## src/sv/gtg_pkg.sv

```systemverilog
// shared constants, status codes and arctangent table for the steering controller
// no dependencies
package gtg_pkg;
	localparam int ATAN_LEN = 24;
	localparam int PI_Q20 = 3294199;
	localparam int GAIN_W = 12;
	localparam int CMD_W = 18;
	localparam int DIST_W = 17;
	localparam int ANG_W = 14;

	localparam logic [2:0] STAT_IDLE = 3'd0;
	localparam logic [2:0] STAT_DRIVE = 3'd1;
	localparam logic [2:0] STAT_ARRIVED = 3'd2;
	localparam logic [2:0] STAT_ROW_LEFT = 3'd3;
	localparam logic [2:0] STAT_OUT_BOUNDS = 3'd4;

	localparam logic [2:0] REG_LIN_GAIN = 3'd0;
	localparam logic [2:0] REG_TURN_GAIN = 3'd1;
	localparam logic [2:0] REG_TOL = 3'd2;
	localparam logic [2:0] REG_ROW_BAND = 3'd3;
	localparam logic [2:0] REG_BOUND_LOW = 3'd4;
	localparam logic [2:0] REG_BOUND_HIGH = 3'd5;

	typedef logic [20:0] atan_t;

	function automatic atan_t atan_q20(input logic [4:0] i);
		atan_t r;
		case (i)
			5'd0: r = 21'd823550;
			5'd1: r = 21'd486170;
			5'd2: r = 21'd256879;
			5'd3: r = 21'd130396;
			5'd4: r = 21'd65451;
			5'd5: r = 21'd32757;
			5'd6: r = 21'd16383;
			5'd7: r = 21'd8192;
			5'd8: r = 21'd4096;
			5'd9: r = 21'd2048;
			5'd10: r = 21'd1024;
			5'd11: r = 21'd512;
			5'd12: r = 21'd256;
			5'd13: r = 21'd128;
			5'd14: r = 21'd64;
			5'd15: r = 21'd32;
			5'd16: r = 21'd16;
			5'd17: r = 21'd8;
			5'd18: r = 21'd4;
			5'd19: r = 21'd2;
			5'd20: r = 21'd1;
			default: r = 21'd0;
		endcase
		return r;
	endfunction
endpackage

```

## src/sv/gtg_isqrt.sv

```systemverilog
// bit-pair serial integer square root, one result bit per cycle
// depends on gtg_pkg
module gtg_isqrt (
	input  logic        clk,
	input  logic        arst_n,
	input  logic        start,
	input  logic [32:0] n,
	output logic        done,
	output logic [gtg_pkg::DIST_W-1:0] root
);
	import gtg_pkg::*;

	logic [33:0] rem_q, r_q, bit_q;
	logic [4:0]  cnt_q;
	logic        busy_q;
	logic [33:0] trial;

	assign trial = r_q + bit_q;
	assign done = !busy_q;
	assign root = r_q[DIST_W-1:0];

	always_ff @(posedge clk or negedge arst_n) begin
		if (!arst_n) begin
			busy_q <= 1'b0;
			cnt_q <= '0;
		end else if (start) begin
			busy_q <= 1'b1;
			cnt_q <= 5'd0;
		end else if (busy_q) begin
			cnt_q <= cnt_q + 5'd1;
			if (cnt_q == 5'd16) begin
				busy_q <= 1'b0;
			end
		end
	end

	always_ff @(posedge clk) begin
		if (start) begin
			rem_q <= {1'b0, n};
			r_q <= '0;
			bit_q <= 34'd1 << 32;
		end else if (busy_q) begin
			if (rem_q >= trial) begin
				rem_q <= rem_q - trial;
				r_q <= (r_q >> 1) + bit_q;
			end else begin
				r_q <= r_q >> 1;
			end
			bit_q <= bit_q >> 2;
		end
	end
endmodule

```

## src/sv/gtg_cordic.sv

```systemverilog
// vectoring cordic for the bearing angle, one micro-rotation per cycle
// depends on gtg_pkg
module gtg_cordic #(
	parameter int STEPS = 16
) (
	input  logic               clk,
	input  logic               arst_n,
	input  logic               start,
	input  logic signed [16:0] dx,
	input  logic signed [16:0] dy,
	output logic               done,
	output logic signed [gtg_pkg::ANG_W-1:0] bearing
);
	import gtg_pkg::*;

	logic signed [27:0] x_q, y_q, x0, y0;
	logic signed [23:0] z_q, zr;
	logic [4:0]         i_q;
	logic               busy_q, zero_q;
	logic signed [27:0] xs, ys;
	logic signed [23:0] at;

	assign x0 = {{3{dx[16]}}, dx, 8'd0};
	assign y0 = {{3{dy[16]}}, dy, 8'd0};
	assign xs = x_q >>> i_q;
	assign ys = y_q >>> i_q;
	assign at = {3'd0, atan_q20(i_q)};
	assign zr = z_q + 24'sd512;
	assign bearing = zero_q ? '0 : zr[23:10];
	assign done = !busy_q;

	always_ff @(posedge clk or negedge arst_n) begin
		if (!arst_n) begin
			busy_q <= 1'b0;
			i_q <= '0;
		end else if (start) begin
			busy_q <= (STEPS > 0);
			i_q <= '0;
		end else if (busy_q) begin
			i_q <= i_q + 5'd1;
			if (i_q == 5'(STEPS - 1) || i_q == 5'(ATAN_LEN - 1)) begin
				busy_q <= 1'b0;
			end
		end
	end

	always_ff @(posedge clk) begin
		if (start) begin
			zero_q <= (dx == 0) && (dy == 0);
			if (dx < 0) begin
				x_q <= -x0;
				y_q <= -y0;
				z_q <= (dy >= 0) ? 24'(PI_Q20) : -24'(PI_Q20);
			end else begin
				x_q <= x0;
				y_q <= y0;
				z_q <= '0;
			end
		end else if (busy_q) begin
			if (y_q >= 0) begin
				x_q <= x_q + ys;
				y_q <= y_q - xs;
				z_q <= z_q + at;
			end else begin
				x_q <= x_q - ys;
				y_q <= y_q + xs;
				z_q <= z_q - at;
			end
		end
	end
endmodule

```

## src/sv/gtg_smul.sv

```systemverilog
// shift-add gain multiplier, one gain bit per cycle, rounds and saturates
// depends on gtg_pkg
module gtg_smul (
	input  logic                clk,
	input  logic                arst_n,
	input  logic                start,
	input  logic [gtg_pkg::GAIN_W-1:0] gain,
	input  logic signed [gtg_pkg::CMD_W-1:0] opnd,
	output logic                done,
	output logic signed [gtg_pkg::CMD_W-1:0] result
);
	import gtg_pkg::*;

	logic signed [30:0] acc_q, op_q, rnd;
	logic [GAIN_W-1:0]  g_q;
	logic [3:0]         cnt_q;
	logic               busy_q;
	logic signed [22:0] shr;

	assign done = !busy_q;
	assign rnd = acc_q + 31'sd128;
	assign shr = rnd[30:8];

	always_comb begin
		if (shr > 23'sd131071) begin
			result = 18'sd131071;
		end else if (shr < -23'sd131072) begin
			result = -18'sd131072;
		end else begin
			result = shr[CMD_W-1:0];
		end
	end

	always_ff @(posedge clk or negedge arst_n) begin
		if (!arst_n) begin
			busy_q <= 1'b0;
			cnt_q <= '0;
		end else if (start) begin
			busy_q <= 1'b1;
			cnt_q <= '0;
		end else if (busy_q) begin
			cnt_q <= cnt_q + 4'd1;
			if (cnt_q == 4'(GAIN_W - 1)) begin
				busy_q <= 1'b0;
			end
		end
	end

	always_ff @(posedge clk) begin
		if (start) begin
			acc_q <= '0;
			op_q <= 31'(opnd);
			g_q <= gain;
		end else if (busy_q) begin
			if (g_q[0]) begin
				acc_q <= acc_q + op_q;
			end
			op_q <= op_q <<< 1;
			g_q <= g_q >> 1;
		end
	end
endmodule

```

## src/sv/go_to_goal_steering_controller.sv

```systemverilog
// go-to-goal steering controller top level: goal checks, sequencer, output register
// path of an accepted transaction when driving: goal check, root and cordic steps run in
// parallel, decision, multiply steps, finish, output load; on arrival the decision is
// followed by the output load, and otherwise the goal check goes straight to it
// one item at a time: the next item is taken the cycle after the result is loaded
// arst_n clears the sequencer, the active flag, the last goal and the registers to defaults
module go_to_goal_steering_controller #(
	parameter int CORDIC_STEPS = 16
) (
	input  logic        clk,
	input  logic        arst_n,
	input  logic        s_tvalid,
	output logic        s_tready,
	input  logic [79:0] s_tdata,  // pose_x, pose_y, heading, goal_x, goal_y, zero pad
	output logic        m_tvalid,
	input  logic        m_tready,
	output logic [39:0] m_tdata,  // speed_cmd, turn_cmd, status, zero pad
	input  logic        cfg_we,
	input  logic [2:0]  cfg_addr,
	input  logic [15:0] cfg_data
);
	import gtg_pkg::*;

	localparam logic [2:0] S_IDLE = 3'd0;
	localparam logic [2:0] S_EVAL = 3'd1;
	localparam logic [2:0] S_CALC = 3'd2;
	localparam logic [2:0] S_MUL = 3'd3;
	localparam logic [2:0] S_OUT = 3'd4;

	logic [2:0] state_q;
	logic [11:0] lin_gain_q, turn_gain_q;
	logic [14:0] tol_q, band_q;
	logic signed [15:0] blo_q, bhi_q;
	logic active_q, fresh_q;
	logic signed [15:0] last_x_q, last_y_q;
	logic signed [15:0] px_q, py_q, gx_q, gy_q;
	logic signed [12:0] hd_q;
	logic [2:0] stat_q;
	logic signed [CMD_W-1:0] spd_res_q, trn_res_q;
	logic [2:0] out_stat_q;

	logic signed [16:0] dx, dy;
	logic [32:0] dsq;
	logic in_bounds, row_left, units_start, mul_start, out_load;
	logic sq_done, co_done, sm_done, tm_done;
	logic [DIST_W-1:0] distance;
	logic signed [ANG_W-1:0] bearing;
	logic signed [CMD_W-1:0] spd, trn, err;
	logic signed [17:0] py_e, band_e;

	assign dx = 17'(gx_q) - 17'(px_q);
	assign dy = 17'(gy_q) - 17'(py_q);
	assign dsq = 33'(unsigned'(34'(dx * dx))) + 33'(unsigned'(34'(dy * dy)));
	assign in_bounds = gx_q < bhi_q && gx_q > blo_q && gy_q < bhi_q && gy_q > blo_q;
	assign py_e = 18'(py_q);
	assign band_e = 18'(signed'({1'b0, band_q}));
	assign row_left = 18'(gy_q) < py_e + band_e && 18'(gy_q) > py_e - band_e && gx_q < px_q;
	assign err = 18'(bearing) - 18'(hd_q);

	assign s_tready = (state_q == S_IDLE);
	assign units_start = (state_q == S_EVAL) &&
		(active_q || ((gx_q != last_x_q || gy_q != last_y_q) && in_bounds && !row_left));
	assign mul_start = (state_q == S_CALC) && sq_done && co_done &&
		(fresh_q || 32'(distance) > 32'(tol_q));
	assign out_load = (state_q == S_OUT) && (!m_tvalid || m_tready);

	gtg_isqrt u_sqrt (.clk, .arst_n, .start(units_start), .n(dsq), .done(sq_done), .root(distance));

	gtg_cordic #(.STEPS(CORDIC_STEPS)) u_cordic (
		.clk, .arst_n, .start(units_start), .dx, .dy, .done(co_done), .bearing
	);

	gtg_smul u_spd (
		.clk, .arst_n, .start(mul_start), .gain(lin_gain_q),
		.opnd(signed'({1'b0, distance})), .done(sm_done), .result(spd)
	);

	gtg_smul u_trn (
		.clk, .arst_n, .start(mul_start), .gain(turn_gain_q),
		.opnd(err), .done(tm_done), .result(trn)
	);

	always_ff @(posedge clk or negedge arst_n) begin
		if (!arst_n) begin
			lin_gain_q <= 12'd384;
			turn_gain_q <= 12'd2048;
			tol_q <= 15'd10;
			band_q <= 15'd512;
			blo_q <= 16'sd0;
			bhi_q <= 16'sd11264;
		end else if (cfg_we) begin
			case (cfg_addr)
				REG_LIN_GAIN: lin_gain_q <= cfg_data[11:0];
				REG_TURN_GAIN: turn_gain_q <= cfg_data[11:0];
				REG_TOL: tol_q <= cfg_data[14:0];
				REG_ROW_BAND: band_q <= cfg_data[14:0];
				REG_BOUND_LOW: blo_q <= cfg_data;
				REG_BOUND_HIGH: bhi_q <= cfg_data;
				default: ;
			endcase
		end
	end

	always_ff @(posedge clk) begin
		if (s_tvalid && s_tready) begin
			px_q <= s_tdata[15:0];
			py_q <= s_tdata[31:16];
			hd_q <= s_tdata[44:32];
			gx_q <= s_tdata[60:45];
			gy_q <= s_tdata[76:61];
		end
	end

	// sequencer, active flag, last goal and output register
	always_ff @(posedge clk or negedge arst_n) begin
		if (!arst_n) begin
			state_q <= S_IDLE;
			active_q <= 1'b0;
			fresh_q <= 1'b0;
			last_x_q <= '0;
			last_y_q <= '0;
			stat_q <= STAT_IDLE;
			m_tvalid <= 1'b0;
			spd_res_q <= '0;
			trn_res_q <= '0;
			out_stat_q <= STAT_IDLE;
		end else begin
			if (out_load) begin
				m_tvalid <= 1'b1;
			end else if (m_tvalid && m_tready) begin
				m_tvalid <= 1'b0;
			end
			case (state_q)
				S_IDLE: begin
					if (s_tvalid) begin
						state_q <= S_EVAL;
					end
				end
				S_EVAL: begin
					// acceptance tick drives without the arrival test
					fresh_q <= units_start && !active_q;
					if (active_q) begin
						state_q <= S_CALC;
					end else if (gx_q != last_x_q || gy_q != last_y_q) begin
						last_x_q <= gx_q;
						last_y_q <= gy_q;
						if (!in_bounds) begin
							stat_q <= STAT_OUT_BOUNDS;
							state_q <= S_OUT;
						end else if (row_left) begin
							stat_q <= STAT_ROW_LEFT;
							state_q <= S_OUT;
						end else begin
							active_q <= 1'b1;
							state_q <= S_CALC;
						end
					end else begin
						stat_q <= STAT_IDLE;
						state_q <= S_OUT;
					end
				end
				S_CALC: begin
					if (sq_done && co_done) begin
						if (mul_start) begin
							stat_q <= STAT_DRIVE;
							state_q <= S_MUL;
						end else begin
							active_q <= 1'b0;
							last_x_q <= gx_q;
							last_y_q <= gy_q;
							stat_q <= STAT_ARRIVED;
							state_q <= S_OUT;
						end
					end
				end
				S_MUL: begin
					if (sm_done && tm_done) begin
						state_q <= S_OUT;
					end
				end
				S_OUT: begin
					if (out_load) begin
						out_stat_q <= stat_q;
						spd_res_q <= (stat_q == STAT_DRIVE) ? spd : '0;
						trn_res_q <= (stat_q == STAT_DRIVE) ? trn : '0;
						state_q <= S_IDLE;
					end
				end
				default: state_q <= S_IDLE;
			endcase
		end
	end

	assign m_tdata = {1'b0, out_stat_q, trn_res_q, spd_res_q};
endmodule

```

## config.mk

```make
export PLATFORM = sky130hd
export DESIGN_NAME = go_to_goal_steering_controller
export DESIGN_NICKNAME = d
export VERILOG_FILES = /design/src/sv/gtg_pkg.sv /design/src/sv/gtg_isqrt.sv /design/src/sv/gtg_cordic.sv /design/src/sv/gtg_smul.sv /design/src/sv/go_to_goal_steering_controller.sv
export SDC_FILE = /design/constraint.sdc
export NUM_CORES = 2
export LEC_CHECK = 0
export BUFFER_PORTS_ARGS = -buffer_cell sky130_fd_sc_hd__buf_4
export CELL_PAD_IN_SITES_DETAIL_PLACEMENT = 1
export CELL_PAD_IN_SITES_GLOBAL_PLACEMENT = 1
export CORE_MARGIN = 3
export CORE_UTILIZATION = 45
export DETAILED_ROUTE_END_ITERATION = 16
export HOLD_SLACK_MARGIN = 0.1
export MAX_ROUTING_LAYER = met4
export PLACE_DENSITY_LB_ADDON = 0.1
export SYNTH_ARGS = -nofsm -noshare
export SYNTH_HDL_FRONTEND = slang
export SYNTH_SLANG_ARGS = --single-unit
```

## constraint.sdc

```tcl
create_clock -name clk -period 31.4 [get_ports clk]
set_input_delay 4.71 -clock clk [delete_from_list [all_inputs] [get_ports clk]]
set_output_delay 4.71 -clock clk [all_outputs]
set_load 0.05 [all_outputs]
```

* After elaboration in Yosys (flattened, before gate mapping)
Memory sizes are Yosys's and may differ from the RTL's. Cells that the tools add are included. W data, S select, Z words.
Word-level totals: register bits 579, memory bits (read-only) 640, input port bits 104, output and inout port bits 42, word-level logic and storage cells 260, memories 1
Cells by class: $add $sub $neg 26, multiply operators 2, $lt $le $gt $ge 16, eq/ne operators 25, shift operators 2, mux-type cells 88, reductions and logical operators 56
Memories:
- (name not given) | depth 32, width 20, read ports 1, clocked after memory_dff 0, write ports 0, line gtg_pkg.sv:28 | case (i)
Operators by type and width (count):
- $mux W28 | 8
- $mux W16 | 8
- $mux W24 | 5
- $mux W18 | 6
- $mux W33 | 3
- $mul A17 B17 Y33 | 2
- $logic_not A32 Y1 | 2
- $pmux W16 S2 | 2
- $add A31 B31 Y31 | 2
- $add A31 B9 Y31 const B | 2
- $mux W31 | 2
- $add A28 B28 Y28 | 2
- $neg A25 Y28 | 2
- $sshr A28 B5 Y28 | 2
- $sub A28 B28 Y28 | 2
- $sub A16 B16 Y17 | 3
- $lt A16 B16 Y1 | 3
- $mux W12 | 4
- $gt A23 B18 Y1 const B | 2
- $lt A23 B18 Y1 const B | 2
- $mux W3 | 14
- $add A33 B33 Y34 | 1
- $add A34 B33 Y34 | 1
- $ge A34 B34 Y1 | 1
- other kinds (45) | 134

* Logic depth before layout (Yosys ltp)
word-level depth 10, depth in mapped cells 41, mapped depth without buffers 39

* Hierarchy
Synthesis repeated with hierarchy kept, for this count alone.
Second synthesis, totals: cell total of the unflattened synthesis 7182, area, all modules 65997.0 um^2
By module, submodules not included:
- go_to_goal_steering_controller | instances 1, cells each 3476, area an instance 34140.2 um^2, sequential area each 6477.5 um^2
- gtg_cordic | instances 1, cells each 1565, area an instance 13424.1 um^2, sequential area each 2582.5 um^2
- gtg_isqrt | instances 1, cells each 975, area an instance 7892.6 um^2, sequential area each 2182.1 um^2
- gtg_smul at u_spd | instances 1, cells each 594, area an instance 5346.4 um^2, sequential area each 2037.0 um^2
- gtg_smul at u_trn | instances 1, cells each 572, area an instance 5193.7 um^2, sequential area each 2037.0 um^2

* Worst setup path after synthesis
No wires, ideal clock.
path type register to register, start point reg gy_q[2], end point reg u_sqrt.rem_q[31], data pin, library setup time 0.256 ns, arrival time 11.069 ns, data required time 31.144 ns, path slack 20.075 ns, stages on the path, launching flop included 38, cell sequence edfxtp_1 -> ha_1 -> nor2b_1 -> o21a_1 -> o21a_1 -> or2_2 -> a221o_1 -> a41oi_1 -> a21o_1 -> a31o_2 -> clkbuf_1 -> inv_1 -> clkbuf_1 -> nor2_1 -> fa_1 -> fa_1 -> inv_1 -> fa_1 -> [... 2 more ...] -> fa_1 -> fa_1 -> fa_1 -> inv_1 -> fa_1 -> inv_1 -> ha_1 -> a21o_1 -> a21o_1 -> a21oi_1 -> o21ai_0 -> or3_1 -> o211a_1 -> o21a_1 -> o21ai_0 -> a21boi_0 -> or3_1 -> a31o_2
On the way: word-level cells in the longest chain between the ends 8, elaborated cells on any way between the ends 19, those cells by class add/sub: 2; mul: 1; order compare: 4; eq/ne: 1; mux: 1; reduce/logical: 10
Ends and longest elaborated chain:
- start: declaration | line go_to_goal_steering_controller.sv:36 | logic signed [15:0] px_q, py_q, gx_q, gy_q;
- start signal: assignment | line go_to_goal_steering_controller.sv:110 | gy_q <= s_tdata[76:61];
- parallel branches: the longest is 7 deep, another holds $mul A17 B17 Y33
- $mux W33 * | line gtg_isqrt.sv:38 | if (start) begin
- end signal: assignment | line gtg_isqrt.sv:39 | rem_q <= {1'b0, n};
- end signal: assignment | line gtg_isqrt.sv:44 | rem_q <= rem_q - trial;
- end: declaration | line gtg_isqrt.sv:13 | logic [33:0] rem_q, r_q, bit_q;
Mark *: on every way between the ends. A chain may end at the register's enable or synchronous reset.

* Worst setup path in the final report
start point reg gx_q[0], end point reg u_sqrt.rem_q[32], data pin
On the way: word-level cells in the longest chain between the ends 9, elaborated cells on any way between the ends 18, those cells by class add/sub: 2; mul: 1; order compare: 3; eq/ne: 1; mux: 1; reduce/logical: 10
Ends and longest elaborated chain:
- start: declaration | line go_to_goal_steering_controller.sv:36
- start signal: assignment | line go_to_goal_steering_controller.sv:109 | gx_q <= s_tdata[60:45];
- parallel branches: the longest is 8 deep, another holds $mul A17 B17 Y33
- $mux W33 * | line gtg_isqrt.sv:38
Marks and branches as above.

==> results.md <==
- The number of buffer and inverter instances along the worst setup path is 10.
- The synthesized design contains ~580 register bits.
- The H-tree depth reported by CTS is 3.
- The arrival time at the worst endpoint is roughly 12 ns.
- From synthesis to final layout, the design area changed by 8.86%.
- At the worst endpoint, the required time is 31.81 ns.
- The floorplan step defined a core boundary enclosing roughly 140000 sq um.
- The count of nets left with antenna violations once routing finished came out at 0.
- Hold repair after CTS inserted 0 buffers.
- Once the clock tree was built, the resizer swapped 0 gates to a different size.
- The first detailed-routing pass ran for 5 iterations.
- Of the synthesized area, sequential elements account for around a quarter.
- Setup slack closes at 19.54 ns.
- The final number of setup-violating endpoints is 0.
- In the layout the commonest cells are inv_1 (942), nand2_1 (712), fa_1 (603).
- The average wire per standard cell is roughly 22 microns.
- The net count reported at finish is 8243.
- The measured slew at the worst slew-check pin is around 1.2 ns.
- The maximum fanout count along the critical path is 17.
- The pin count of the biggest net entering global routing is 91.
- At the end of the flow the core is filled with cells to just under 50%.
- The max-slew violation count is 0.
- Synthesis produced a netlist whose cell count is 6940.
- Among the stages of the critical path, the cell type that occurs most often is fa_1.
- The number of buffers added by the clock tree synthesis step is between 70 and 80.
- For this run, the leading register cell type out of synthesis is edfxtp_1.
- Timing analysis after detailed placement gives a worst setup slack of between 15 and 20 ns.
- The critical path is of the reg2reg type.
- The number of vias per cell is 5.66.
- Detailed placement finished with a half-perimeter wire length of roughly 150000 microns.
- The tool flagged a number of max-cap violations equal to 0.
- The global placer's final weighted congestion is 0.927.
- Once the floorplan was initialized, standard cells occupied ~45% of the core.
- The part of the cycle the worst path needs is a little under two fifths.
- The average instance area after synthesis is 9.18 sq um.
- The longest clock path from root to sink contains 3 buffers.
- The via count of the first global-routing pass is around 54k.
- The DRC marker count from the first detailed-route iteration is 2893.
- With fillers left out, the area of the finished cells amounts to ~69000 sq um.
- The Yosys step of the flow raised 0 warnings.
- The cell row count is ~140.
- The category of the worst setup path launch point is a flip-flop.
- The ratio of cells with drive above 1 in the final layout is under 10%.
- The detailed router placed 50.5k vias in this run.
- The clock tree from TritonCTS is done.
- The final global-route overflow total is 0.
- The total negative slack is 0 ns.
- The number of distinct library cells after synthesis is 107.
- The clock latency on the worst-skew pair is 0.69 ns.
- The number of filler cells placed in the layout is 16.2k.
- The flow ran to the end, and the final reports show no timing, DRC or antenna violations.
- The synthesized area is ~64000 sq um.
- The overall routing resource usage is between 20% and 30%.
- Setup repair after global routing left no endpoint under its margin.
- The worst path in the final design needs a cycle of roughly 12 ns, including I/O delays and setup.
- For this design, the slowest cell found on the critical path is clkinv_1.
- In this design, the stage delay of the slowest critical-path cell is 0.77 ns.
- The global-route wire length before repair is 312000 microns.
- Measured against its own limit, the worst slew margin works out to between 10% and 20%.
- The path class of the tightest hold or removal check is reg2reg.
- The routed design has slightly below 200000 microns of wire.
- The critical path's top delay family is adder cells.
- Derived from the worst setup path, the maximum achievable clock frequency is 0.0843 GHz.
- The number of design rule violations left after detail routing is 0.
- CTS saw between 500 and 600 sinks.
- The library cell used as clock root buffer is clkbuf_16.
- The clock transition time at the flip-flop clock pins of the worst setup and hold paths is ~0.06 ns.
- The buffer count from post-CTS setup fixing is 0.
- The element type at the critical path end is a flip-flop.
- The number of endpoints with negative hold slack in the final report is 0.
- Measured along the y axis, the die boundary spans about 380 microns.
- The number of synthesized flops with an enable pin is between 200 and 300.
- Between clock sinks in the finished design, the worst skew comes to ~0.067 ns.
- Measured along the x axis, the die boundary spans 382 microns.
- The instance area after placement is ~67000 sq um.
- The number of buffers inserted by port buffering is approximately 140.
- Leaving out fill and tap cells, the most frequent cell in the layout is inv_1.
- Counting every net in the synthesized netlist gives between 8k and 9k.
- The I/O pin count is 146.
- The share of async-settable or async-resettable flops after synthesis is between 30% and 40%.
- The initial antenna violation count is 5.
- The die covers about 150000 sq um.
[state kept, by name, indices dropped and copies added (netlist names), 15 cells and up]
| name | cells |
|---|---|
| gx_q | 16 |
| u_sqrt.bit_q | 17 |
| u_spd.op_q | 31 |
| band_q | 15 |
| gy_q | 16 |
| last_y_q | 16 |
| u_cordic.z_q | 24 |
| u_trn.op_q | 31 |
| blo_q | 16 |
| py_q | 16 |
| u_cordic.x_q | 28 |
| trn_res_q | 18 |
| tol_q | 15 |
| u_spd.acc_q | 31 |
| spd_res_q | 18 |
| u_cordic.y_q | 28 |
| px_q | 16 |
| u_sqrt.rem_q | 34 |
| last_x_q | 16 |
| bhi_q | 16 |
| u_trn.acc_q | 31 |
| u_sqrt.r_q | 34 |
[cells in the mapped netlist (all sizes together), types with 61 or more instances]
| library cell | n | share of area (%) |
|---|---|---|
| mux2i | 102 | 1.6 |
| fa | 603 | 19 |
| inv | 946 | 5.6 |
| o21a | 76 | 0.90 |
| edfxtp | 263 | 12 |
| nand3 | 107 | 0.85 |
| nor2 | 601 | 3.5 |
| o21ai | 339 | 2.7 |
| nand2 | 714 | 4.2 |
| xor2 | 212 | 2.9 |
| nor3 | 84 | 0.67 |
| nand2b | 61 | 0.60 |
| xnor2 | 276 | 3.8 |
| a21o | 120 | 1.4 |
| ha | 553 | 11 |
| clkbuf | 205 | 1.2 |
| mux2 | 117 | 2.1 |
| dfrtp | 179 | 7.0 |
| dfxtp | 128 | 4.0 |
| a21oi | 359 | 2.8 |
[path summary, 6_finish.rpt]
kind / from / endpoint / slack (ns) / cells after the start
worst max-delay path: gx_q[0] / u_sqrt.rem_q[32] / 19.54 / 39
max in group asynchronous: arst_n / last_y_q[4] / 25.95 / 2
worst max register to register: gx_q[0] / u_sqrt.rem_q[32] / 19.54 / 39
min in group asynchronous: arst_n / spd_res_q[0] / 4.10 / 1
worst min register to register: u_spd.acc_q[0] / u_spd.acc_q[0] / 0.47 / 2
worst min-delay path: u_spd.acc_q[0] / u_spd.acc_q[0] / 0.47 / 2
[cell families (layout without fill, tap and decap cells)]
| logic type | after synthesis | after routing | share of synthesized area, % |
|---|---|---|---|
| buf+inv | 1215 | 1320 | 7.31 |
| compound gates | 1340 | 1340 | 13.4 |
| simple gates | 1887 | 1887 | 13.3 |
| flops | 579 | 579 | 23.8 |
| mux | 274 | 274 | 5.63 |
| other cells | 1 | 2 | 0.00589 |
| fa+ha+maj | 1156 | 1156 | 29.8 |
| xor+xnor | 488 | 488 | 6.72 |
[tightest hold or removal path, cell delays in order, from the launching register on]
cell     delay [ns]
dfxtp_1        0.31
nand2_1        0.06
a21oi_1        0.05
[per-layer routing]
metal	up-vias	share of wire, %	GRT usage, %
li1	23500	-	-
met1	25700	46	37.6
met2	982	47	44.9
met3	276	4.1	2.83
met4	0	2.6	6.57
met5	-	0	-
[through the flow]
| step | hold WS, ns | std cells |
|---|---|---|
| 2_1_floorplan | 0.440 | 6940 |
| 3_3_place_gp | 0.448 | 8783 |
| 3_5_place_dp | 0.459 | 8783 |
| 4_1_cts | 0.470 | 8921 |
| 5_1_grt | 0.493 | 8921 |
| 6_report | 0.470 | 8922 |
[layout make-up]
| cell class | count | area, sq um | share of cell area, % |
|---|---|---|---|
| multi-input combinational | 5146 | 44000 | 63.5 |
| sequential | 579 | 15200 | 21.9 |
| inverter | 954 | 3580 | 5.17 |
| tap | 1876 | 2350 | 3.39 |
| clock buffer | 116 | 2210 | 3.19 |
| timing repair buffer | 228 | 1720 | 2.48 |
| clock inverter | 22 | 273 | 0.393 |
| antenna | 1 | 2.50 | 0.00361 |
Power is not shown: default switching activity piles up to over one toggle a cycle in this logic, so the estimate is an artifact.
